File: config.mk
export PLATFORM = sky130hd
export DESIGN_NAME = csv_cell_parser_with_hash_top
export DESIGN_NICKNAME = d
export VERILOG_FILES = /design/src/csvh_pkg.sv /design/src/csv_cell_parser_with_hash_top.sv
export SDC_FILE = /design/constraint.sdc
export NUM_CORES = 1
export LEC_CHECK = 0
export BUFFER_PORTS_ARGS = -buffer_cell sky130_fd_sc_hd__buf_2
export CAP_MARGIN = 10
export CORE_ASPECT_RATIO = 0.7
export CORE_MARGIN = 5
export CORE_UTILIZATION = 49
export DETAILED_ROUTE_END_ITERATION = 6
export PLACE_DENSITY = 0.66
export SLEW_MARGIN = 20
export SYNTH_ARGS = -nofsm -noshare
export SYNTH_HDL_FRONTEND = slang
export SYNTH_SLANG_ARGS = --single-unit
File: constraint.sdc
create_clock -name clk -period 21.6 [get_ports clk]
set_clock_uncertainty 0.2 [all_clocks]
set_input_delay 2.16 -clock clk [delete_from_list [all_inputs] [get_ports clk]]
set_output_delay 2.16 -clock clk [all_outputs]
set_load 0.05 [all_outputs]
File: src/csvh_pkg.sv
// Package: shared types and constants for the CSV cell parser with hash.
`timescale 1ns / 1ps

package csvh_pkg;

  // Input opcodes (carried on in_tuser)
  localparam logic OP_BYTE = 1'b0;
  localparam logic OP_EOF  = 1'b1;

  // Result kinds (carried on out_tuser)
  localparam logic [1:0] EV_CONTENT = 2'd0;
  localparam logic [1:0] EV_CELL    = 2'd1;
  localparam logic [1:0] EV_STATUS  = 2'd2;

  // Final status codes
  localparam logic [1:0] ST_OK       = 2'd0;
  localparam logic [1:0] ST_EMPTY    = 2'd1;
  localparam logic [1:0] ST_TOO_MANY = 2'd2;
  localparam logic [1:0] ST_UNTERM   = 2'd3;

  // Hash modes; anything at or above HM_ZERO gives a zero hash
  localparam logic [1:0] HM_LOWER = 2'd0;
  localparam logic [1:0] HM_ZERO  = 2'd2;

  // Configuration register indexes
  localparam logic [1:0] REG_HASH_MODE    = 2'd0;
  localparam logic [1:0] REG_COLUMN_LIMIT = 2'd1;
  localparam logic [1:0] REG_ROW_LIMIT    = 2'd2;
  localparam logic [1:0] REG_CELL_LIMIT   = 2'd3;

  // Register reset values
  localparam logic [1:0]  HASH_MODE_RST    = 2'd0;
  localparam logic [10:0] COLUMN_LIMIT_RST = 11'd1024;
  localparam logic [15:0] ROW_LIMIT_RST    = 16'd65535;
  localparam logic [20:0] CELL_LIMIT_RST   = 21'd1048576;

  // Special bytes
  localparam logic [7:0] CH_CR    = 8'h0D;
  localparam logic [7:0] CH_LF    = 8'h0A;
  localparam logic [7:0] CH_COMMA = 8'h2C;
  localparam logic [7:0] CH_QUOTE = 8'h22;
  localparam logic [7:0] CH_UP_A  = 8'h41;
  localparam logic [7:0] CH_UP_Z  = 8'h5A;
  localparam logic [7:0] CASE_BIT = 8'h20;

  // Result queue
  localparam int QDEPTH = 4;
  localparam int QAW    = 2;
  localparam int QCW    = 3;

  // Quote tracking state
  typedef enum logic [2:0] {
    QS_OUT  = 3'b001,
    QS_IN   = 3'b010,
    QS_PEND = 3'b100
  } qstate_t;

  // One result item
  typedef struct packed {
    logic [1:0]  kind;
    logic [7:0]  content_byte;
    logic [31:0] cell_hash;
    logic [15:0] row_index;
    logic [9:0]  column_index;
    logic        row_done;
    logic [1:0]  status;
    logic        file_done;
  } result_t;

endpackage

File: src/csv_cell_parser_with_hash_top.sv
// Top level: CSV cell parser with per-cell times-31 hash and final status.
// Results are queued at the accepting edge; each shows on the output once earlier results drain.
// Throughput: one request per cycle while in_tready is high; a byte gives at most one result,
// an end of file up to two; the input stalls while the four-entry queue holds more than two.
// Reset: synchronous active-low rst_n clears parse state, the queue and loads
// register defaults; no clearing pass is needed.
`timescale 1ns / 1ps

module csv_cell_parser_with_hash_top #(
  parameter int COL_BOUND = 1024,
  parameter int ROW_BOUND = 65535
) (
  input  logic        clk,
  input  logic        rst_n,
  // input requests
  input  logic        in_tvalid,
  output logic        in_tready,
  input  logic [7:0]  in_tdata,   // [7:0] data_byte
  input  logic        in_tuser,   // [0] opcode
  // results
  output logic        out_tvalid,
  input  logic        out_tready,
  output logic [71:0] out_tdata,  // [7:0] content_byte, [39:8] cell_hash,
                                  // [55:40] row_index, [65:56] column_index,
                                  // [66] row_done, [68:67] status, [71:69] zero
  output logic [1:0]  out_tuser,  // [1:0] event_kind
  output logic        out_tlast,  // file_done
  // configuration writes
  input  logic        cfg_valid,
  output logic        cfg_ready,
  input  logic [1:0]  cfg_index,
  input  logic [20:0] cfg_data
);

  // cells_in_row and widest_row hold up to COL_BOUND; the incremented count
  // needs room for COL_BOUND+1. Likewise for rows.
  localparam int CW = $clog2(COL_BOUND + 2);
  localparam int RW = $clog2(ROW_BOUND + 2);
  localparam int CC = ((CW > 11) ? CW : 11) + 1;
  localparam int RC = ((RW > 16) ? RW : 16) + 1;
  localparam int PW = ((RW + CW > 21) ? RW + CW : 21) + 1;

  // ---------------------------------------------------------------- config
  logic [1:0]  hash_mode_r;
  logic [10:0] column_limit_r;
  logic [15:0] row_limit_r;
  logic [20:0] cell_limit_r;

  assign cfg_ready = 1'b1;

  always_ff @(posedge clk) begin
    if (!rst_n) begin
      hash_mode_r    <= csvh_pkg::HASH_MODE_RST;
      column_limit_r <= csvh_pkg::COLUMN_LIMIT_RST;
      row_limit_r    <= csvh_pkg::ROW_LIMIT_RST;
      cell_limit_r   <= csvh_pkg::CELL_LIMIT_RST;
    end else if (cfg_valid && cfg_ready) begin
      case (cfg_index)
        csvh_pkg::REG_HASH_MODE:    hash_mode_r    <= cfg_data[1:0];
        csvh_pkg::REG_COLUMN_LIMIT: column_limit_r <= cfg_data[10:0];
        csvh_pkg::REG_ROW_LIMIT:    row_limit_r    <= cfg_data[15:0];
        csvh_pkg::REG_CELL_LIMIT:   cell_limit_r   <= cfg_data;
        default: ;
      endcase
    end
  end

  // ---------------------------------------------------------------- parse state
  csvh_pkg::qstate_t qs_r, qs_nxt;
  logic          at_start_r, at_start_nxt;
  logic [31:0]   hash_r, hash_nxt;
  logic [CW-1:0] cells_r, cells_nxt;
  logic [RW-1:0] rows_r, rows_nxt;
  logic [CW-1:0] widest_r, widest_nxt;
  logic          halted_r, halted_nxt;

  // result queue
  csvh_pkg::result_t     q_mem [csvh_pkg::QDEPTH];
  logic [csvh_pkg::QAW-1:0] q_wr_r, q_rd_r;
  logic [csvh_pkg::QCW-1:0] q_cnt_r;

  logic in_fire, out_fire;
  assign in_tready = (q_cnt_r <= csvh_pkg::QCW'(csvh_pkg::QDEPTH - 2));
  assign in_fire   = in_tvalid && in_tready;
  assign out_fire  = out_tvalid && out_tready;

  // Cell-end checks against the effective limits (min of register and bound)
  logic [CW-1:0] cnt_inc;
  logic [RW-1:0] rows_inc;
  logic          col_ovf, row_ovf;
  logic [7:0]    fold_byte;
  logic [31:0]   hash_step;
  logic [31:0]   hash_out;

  assign cnt_inc  = cells_r + CW'(1);
  assign rows_inc = rows_r + RW'(1);
  assign col_ovf  = (CC'(cnt_inc) > CC'(column_limit_r)) ||
                    (CC'(cnt_inc) > CC'(COL_BOUND));
  assign row_ovf  = (RC'(rows_inc) > RC'(row_limit_r)) ||
                    (RC'(rows_inc) > RC'(ROW_BOUND));

  // lowercase fold only in mode 0; h*31 + c as shift and subtract
  assign fold_byte = (hash_mode_r == csvh_pkg::HM_LOWER &&
                      in_tdata >= csvh_pkg::CH_UP_A && in_tdata <= csvh_pkg::CH_UP_Z)
                     ? (in_tdata | csvh_pkg::CASE_BIT) : in_tdata;
  assign hash_step = (hash_r << 5) - hash_r + {24'd0, fold_byte};
  assign hash_out  = (hash_mode_r >= csvh_pkg::HM_ZERO) ? 32'd0 : hash_r;

  csvh_pkg::result_t res0, res1, res_new;
  logic [1:0]        n_push;
  logic              ce_req, ce_row, ce_ovf, eof_req, do_out, emit, start;
  logic [1:0]        st;
  logic [CW-1:0]     w_sel;
  logic [RW+CW-1:0]  prod;

  always_comb begin
    qs_nxt       = qs_r;
    at_start_nxt = at_start_r;
    hash_nxt     = hash_r;
    cells_nxt    = cells_r;
    rows_nxt     = rows_r;
    widest_nxt   = widest_r;
    halted_nxt   = halted_r;
    res0         = '0;
    res1         = '0;
    res_new      = '0;
    n_push       = 2'd0;
    ce_req       = 1'b0;
    ce_row       = 1'b0;
    ce_ovf       = 1'b0;
    eof_req      = 1'b0;
    do_out       = 1'b0;
    emit         = 1'b0;
    start        = at_start_r;
    st           = csvh_pkg::ST_OK;
    w_sel        = '0;
    prod         = '0;

    if (in_fire) begin
      if (in_tuser == csvh_pkg::OP_EOF) begin
        eof_req = 1'b1;
        if (halted_r) begin
          st = csvh_pkg::ST_TOO_MANY;
        end else if (qs_r == csvh_pkg::QS_IN) begin
          st = csvh_pkg::ST_UNTERM;
        end else if (cells_r != '0 || !at_start_r) begin
          ce_req = 1'b1;
          ce_row = 1'b1;
        end
      end else if (!halted_r) begin
        case (qs_r)
          csvh_pkg::QS_IN: begin
            if (in_tdata == csvh_pkg::CH_QUOTE) qs_nxt = csvh_pkg::QS_PEND;
            else emit = 1'b1;
          end
          csvh_pkg::QS_PEND: begin
            if (in_tdata == csvh_pkg::CH_QUOTE) begin
              qs_nxt = csvh_pkg::QS_IN;
              emit   = 1'b1;
            end else begin
              // closing quote: rest of cell is taken verbatim
              qs_nxt = csvh_pkg::QS_OUT;
              start  = 1'b0;
              do_out = 1'b1;
            end
          end
          default: do_out = 1'b1;
        endcase

        if (do_out) begin
          at_start_nxt = start;
          if (start && in_tdata == csvh_pkg::CH_QUOTE) begin
            qs_nxt       = csvh_pkg::QS_IN;
            at_start_nxt = 1'b0;
          end else if (in_tdata == csvh_pkg::CH_COMMA || in_tdata == csvh_pkg::CH_LF) begin
            ce_req = 1'b1;
            ce_row = (in_tdata == csvh_pkg::CH_LF);
          end else if (in_tdata != csvh_pkg::CH_CR) begin
            at_start_nxt = 1'b0;
            emit         = 1'b1;
          end
        end
      end
    end

    if (emit) begin
      hash_nxt             = hash_step;
      res_new.kind         = csvh_pkg::EV_CONTENT;
      res_new.content_byte = in_tdata;
      res0                 = res_new;
      n_push               = 2'd1;
    end

    if (ce_req) begin
      if (col_ovf || (ce_row && row_ovf)) begin
        ce_ovf     = 1'b1;
        halted_nxt = 1'b1;
      end else begin
        res_new              = '0;
        res_new.kind         = csvh_pkg::EV_CELL;
        res_new.cell_hash    = hash_out;
        res_new.row_index    = 16'(rows_r);
        res_new.column_index = 10'(cells_r);
        res_new.row_done     = ce_row;
        res0                 = res_new;
        n_push               = 2'd1;
        hash_nxt             = '0;
        at_start_nxt         = 1'b1;
        if (ce_row) begin
          if (cnt_inc > widest_r) widest_nxt = cnt_inc;
          rows_nxt  = rows_inc;
          cells_nxt = '0;
        end else begin
          cells_nxt = cnt_inc;
        end
      end
    end

    if (eof_req) begin
      // padded cell count: rows times widest row, at least one column
      w_sel = (widest_nxt == '0) ? CW'(1) : widest_nxt;
      prod  = rows_nxt * w_sel;
      if (st == csvh_pkg::ST_OK) begin
        if (ce_ovf) st = csvh_pkg::ST_TOO_MANY;
        else if (rows_nxt == '0) st = csvh_pkg::ST_EMPTY;
        else if (PW'(prod) > PW'(cell_limit_r)) st = csvh_pkg::ST_TOO_MANY;
      end
      res_new           = '0;
      res_new.kind      = csvh_pkg::EV_STATUS;
      res_new.status    = st;
      res_new.file_done = 1'b1;
      if (n_push == 2'd0) begin
        res0   = res_new;
        n_push = 2'd1;
      end else begin
        res1   = res_new;
        n_push = 2'd2;
      end
      // ready for the next file
      qs_nxt       = csvh_pkg::QS_OUT;
      at_start_nxt = 1'b1;
      hash_nxt     = '0;
      cells_nxt    = '0;
      rows_nxt     = '0;
      widest_nxt   = '0;
      halted_nxt   = 1'b0;
    end
  end

  always_ff @(posedge clk) begin
    if (!rst_n) begin
      qs_r       <= csvh_pkg::QS_OUT;
      at_start_r <= 1'b1;
      hash_r     <= '0;
      cells_r    <= '0;
      rows_r     <= '0;
      widest_r   <= '0;
      halted_r   <= 1'b0;
    end else begin
      qs_r       <= qs_nxt;
      at_start_r <= at_start_nxt;
      hash_r     <= hash_nxt;
      cells_r    <= cells_nxt;
      rows_r     <= rows_nxt;
      widest_r   <= widest_nxt;
      halted_r   <= halted_nxt;
    end
  end

  // ---------------------------------------------------------------- result queue
  always_ff @(posedge clk) begin
    if (n_push != 2'd0) q_mem[q_wr_r] <= res0;
    if (n_push == 2'd2) q_mem[q_wr_r + csvh_pkg::QAW'(1)] <= res1;
  end

  always_ff @(posedge clk) begin
    if (!rst_n) begin
      q_wr_r  <= '0;
      q_rd_r  <= '0;
      q_cnt_r <= '0;
    end else begin
      q_wr_r  <= q_wr_r + csvh_pkg::QAW'(n_push);
      if (out_fire) q_rd_r <= q_rd_r + csvh_pkg::QAW'(1);
      q_cnt_r <= q_cnt_r + csvh_pkg::QCW'(n_push) - csvh_pkg::QCW'(out_fire);
    end
  end

  csvh_pkg::result_t head;
  assign head       = q_mem[q_rd_r];
  assign out_tvalid = (q_cnt_r != '0);
  assign out_tuser  = head.kind;
  assign out_tlast  = head.file_done;
  assign out_tdata  = {3'd0, head.status, head.row_done, head.column_index,
                       head.row_index, head.cell_hash, head.content_byte};

endmodule
Word level (Yosys, flattened, before mapping). Memories as Yosys holds them, arrays and structs flattened. A register that Yosys moved wholly into a read port is not among the register bits. Index checks and enable logic that the tools add are counted.

Bits in registers: 133. Latch bits: 0. Memory bits (writable): 288. Bits in read-only memories: 0. Input bits: 37. Output and inout bits: 78. Memories: 1.

$add $sub $neg: 9. Multipliers: 1. Div/mod/pow operators: 0. Order comparisons: 10. Equality and inequality tests: 10. Shift-type cells: 0. Muxes and demuxes: 92. Bitwise gates (word level): 4. Reductions and logical operators: 29.

Memory list: q_mem (words 4, width 72, read ports 1, clocked after memory_dff 1, wr ports 2, RTL line csv_cell_parser_with_hash_top.sv:78) `csvh_pkg::result_t q_mem [csvh_pkg::QDEPTH];`.

Operators with widths (number): $mux 72 (6); $mux 32 (4); $mux 70 (1); $mux 11 (6); $mux 17 (3); $mux 1 (50); $add 32x8->32 (1); $sub 32x32->32 (1); $mux 2 (15); $gt 28x21->1 (1); $mul 17x11->28 (1); $gt 11x11->1 (2); $add 17x1->17 const B (1); $gt 17x16->1 (1); $gt 17x16->1 const B (1); $logic_not 17->1 (1); $eq 8x6->1 const B (2); $reduce_and 2->1 (6); $add 11x1->11 const B (1); $gt 11x11->1 const B (1); $logic_not 11->1 (1); $reduce_bool 11->1 (1); $mux 3 (3); $eq 8x4->1 const B (1); 25 further kinds (44).

Logic depth before layout (Yosys ltp).
Depth in word-level cells: 26. Gate-level depth with buffers: 48. Gate-level depth less buffers: 46.

Worst setup path before layout. OpenSTA, ideal clock, no wires.

Path type: input -> register. Start: input port in_tdata[7]. End: memory q_mem[0][2] in the netlist's numbering, data pin. Setup time: 269 ps. Arrival: 11055 ps. Setup slack: 10076 ps. Stages: 40. Path through: clkbuf_1 -> nor4b_1 -> and3_1 -> a32oi_1 -> nor3_2 -> o2111ai_4 -> a31o_4 -> buf_6 -> buf_6 -> a21o_1 -> or2_1 -> fa_1 -> inv_1 -> fa_1 -> inv_1 -> fa_1 -> inv_1 -> fa_1 -> [... 4 more ...] -> or3_1 -> o311ai_0 -> nand2b_1 -> a21o_1 -> a21o_1 -> a21o_1 -> a21o_1 -> a21oi_1 -> xnor2_1 -> ha_1 -> a2111oi_0 -> o21ai_0 -> a311oi_1 -> nor2_1 -> o32ai_1 -> nand4_1 -> o41ai_2 -> nor2_1.

RTL lines: start, declared (RTL line csv_cell_parser_with_hash_top.sv:18) `input logic [7:0] in_tdata,`; end, declared (RTL line csv_cell_parser_with_hash_top.sv:78).

==> summary.md <==
| Metric | Value |
|---|---|
| Hold Fails Final Rpt | 0 |
| FILL cells | about 4800 |
| GRT Total Usage | about a quarter |
| NetSw | around 0.87 mW |
| Most Frequent Cell on Critical Path | ha_1 |
| Post-Place Setup Slack | about 8 ns |
| Post-Synth Adder-Cell Area | between 15 and 20% |
| Post-Route Utilization | 53.9% |
| PwrDens | around 85 nW/um2 |
| Slew HR | just under 30% |
| Final WL | approximately 74 mm |
| # diodes | 0 |
| # clock sinks | about 420 |
| Net Sw Frac | 35.6% |
| Synthesized area | around 26000 um2 |
| Share of cells above drive strength 1 | 12.8% |
| Die extent in y | 204 um |
| Worst slew pin tran | 1.06 ns |
| Synth warn | 0 |
| Setup ws final | ~7.6 ns |
| Commonest cells after routing, fill and taps aside | 405 x dfxtp_1, 284 x inv_1, 275 x a22o_1, 239 x nor2_1, 195 x ha_1 |
| Synth Instances | between 2000 and 3000 |
| Period minus WS final | ~14 ns |
| GPL Wtd Cong | between 0.9 and 1 |
| Top FF cell, synth | dfxtp_1 |
| Initial antenna violation count | 1 |
| Post-cts resize count | 0 |
| Synth Area in XOR/XNOR | 3.59% |
| Num ports | 115 |
| Leading cell type in the layout, fill and taps excluded | dfxtp_1 |
| Via count | a little over 20000 |
| Comb power frac | about 32% |
| TritonRoute pass-1 iters | 5 |
| Max cap viols | 0 |
| Max clock buf depth | 3 |
| Int Power | about 1.6 mW |
| Post-Syn Area per Cell | slightly below 10 um2 |
| Fin cells | 3479 |
| Vias in the first global route | roughly 20000 |
| Total power | around 2.4 mW |
| Routed Antenna Nets | 0 |
| Post-synth EDFFs | 12 |
| Period utilization | 64.9% |
| Critical path's largest stage delay | between 0.8 and 0.9 ns |
| Placed instance count | about 3400 |
| Port bufs | 110 |
| Total CTS buffers | 43 |
| Drt via density | 5.91 |
| Final instance area | 28800 um2 |
| Pleak | 12.7 nW |
| Peak supply drop | roughly 53 uV |
| P&R area growth vs syn | 9.34% |
| Post-synthesis register bit count | 419 |
| Worst endpoint data arrival time | approximately 14 ns |
| Largest net degree at the start of global routing | 63 |
| CTS H-tree lvls | 2 |
| CTS tree | yes |
| Worst-Skew Late Latency | just under 0.6 ns |
| Hold Crit Class | reg2reg |
| Setup repair after global routing missed its margin | no |
| Sequential area share after synthesis | between 30% and 40% |
| Mux share of post-synthesis cell area | under 10% |
| Average routed wire per standard cell | around 21 um |
| Final setup viols | 0 |
| Sequential power share | roughly 37% |
| Layout Nets | about 3100 |
| Required @ worst endpoint | ~22 ns |
| CP Capture Type | register |
| Die X | roughly 290 um |
| Core area | approximately 53000 um2 |
| # hold bufs at CTS | 0 |
| Clk network pwr share | 30.9% |
| Clk Tree Root Cell | clkbuf_16 |
| Main combinational cell family by area after synthesis | adder cells |
| Crit path max-delay cell type | xor2_1 |
| Share of synthesized flip-flops with an asynchronous set or reset | 0% |
| Complex-gate fraction of the synthesized area | between 10% and 20% |
| Dpl hpwl | around 54 mm |
| Max frequency | 71.4 MHz |
| Count of cell types in the netlist | 93 |
| DRT iter0 DRCs | roughly 1700 |
| CTS clock-pin slew for the worst setup and hold paths | 0.07 ns |
| DP Area | approximately 27000 um2 |
| Remaining DRCs | 0 |
| GR Overflow Total | 0 |
| Simple-Gate Fraction of Synth Area | 12.5% |
| Status | complete, no violations |
| WS Path Type | reg2reg |
| CP Max Fanout | 22 |
| Kind of start point of the critical path | register |
| First-pass GRT wire length | 115 mm |
| Fin. max-slew vios | 0 |
| TNS Setup | 0 ns |
| Row cnt | around 70 |
| Area of the die | between 50000 and 60000 um2 |
| Starting Density | between 40% and 50% |
| Setup bufs post-CTS | 0 |
| Min Hold Slack | ~0.25 ns |
-- worst paths after layout --
kind / from / endpoint / slack, ns / cells after the start
setup / recovery: rows_r[0]$_SDFF_PP0_ / q_mem[1][2]$_DFFE_PP_ / 7.59 / 42
hold / removal: q_mem[3][70]$_SDFFE_PP0P_ / q_mem[3][70]$_SDFFE_PP0P_ / 0.25 / 1
setup reg to reg: rows_r[0]$_SDFF_PP0_ / q_mem[1][2]$_DFFE_PP_ / 7.59 / 42
hold reg to reg: q_mem[3][70]$_SDFFE_PP0P_ / q_mem[3][70]$_SDFFE_PP0P_ / 0.25 / 1
-- critical path: cells and delay by family (launching register included) --
kind                     cells  cell delay, ns
AND/OR/NAND/NOR             10            3.00
XOR/XNOR                     3            1.31
AO/OA/AOI/OAI               16            4.73
buffers and inverters        4            0.21
adder cells (fa/ha/maj)      9            3.50
flip-flops                   1            0.75
-- metal layers --
layer  track usage [%]  vias to the layer above  part of all wire, %
met5                 0                        -                    0
met4              6.01                        0                  2.3
met3              5.57                      100                  8.3
met2              35.4                      777                   42
met1              37.8                    10200                   48
li1                  -                     9451                    -
-- power by group through the flow --
stage | sequential [mW] | combinational, mW | clock, mW
2_1_floorplan | 0.878 | 0.630 | 0
3_3_place_gp | 0.915 | 0.761 | 0
3_5_place_dp | 0.918 | 0.774 | 0
4_1_cts | 0.902 | 0.780 | 0.768
5_1_grt | 0.910 | 0.864 | 0.802
6_report | 0.901 | 0.782 | 0.754
-- synth_stat cells, types with 18 or more instances --
cell type | number | area share (%)
dfxtp_1 | 407 | 31
inv_1 | 284 | 4.0
a22o_1 | 275 | 9.1
nor2_1 | 241 | 3.4
ha_1 | 195 | 9.2
nand2_1 | 174 | 2.5
fa_1 | 139 | 11
clkbuf_1 | 91 | 1.3
a21oi_1 | 90 | 1.7
mux4_2 | 71 | 6.1
xnor2_1 | 67 | 2.2
o21ai_0 | 47 | 0.89
xor2_1 | 41 | 1.4
a21o_1 | 39 | 1.1
buf_2 | 36 | 0.68
nand3_1 | 33 | 0.63
mux2i_1 | 25 | 0.95
nand2b_1 | 24 | 0.57
a21boi_0 | 23 | 0.65
and2_1 | 23 | 0.55
nor2b_1 | 23 | 0.55
nor3_1 | 21 | 0.40
o211ai_1 | 21 | 0.60
nand4_1 | 20 | 0.47
buf_1 | 18 | 0.26
-- layout make-up --
| cell class | count | area, um2 | share of cell area, % |
|---|---|---|---|
| Clock buffer | 61 | 1250 | 4.33 |
| Clock inverter | 17 | 175 | 0.607 |
| Inverter | 284 | 1070 | 3.70 |
| Multi-Input combinational cell | 1826 | 16100 | 55.9 |
| Sequential cell | 419 | 8520 | 29.5 |
| Tap cell | 730 | 913 | 3.17 |
| Timing Repair Buffer | 142 | 791 | 2.74 |
-- kinds of logic after synthesis --
logic type / after synthesis
AO/OA/AOI/OAI: 597
XOR/XNOR: 108
adder cells (fa/ha/maj): 334
buffers and inverters: 445
flip-flops: 419
multiplexers: 104
other: 2
AND/OR/NAND/NOR: 679
-- state kept, by name, indices dropped and copies added (netlist names), 3 cells and up, named ones only --
register	cells
qs_r	3
rows_r	17
q_mem	284
cells_r	11
cell_limit_r	21
row_limit_r	16
hash_r	32
q_cnt_r	3
widest_r	11
column_limit_r	11
No activity file was read; power rests on OpenSTA's default activity.
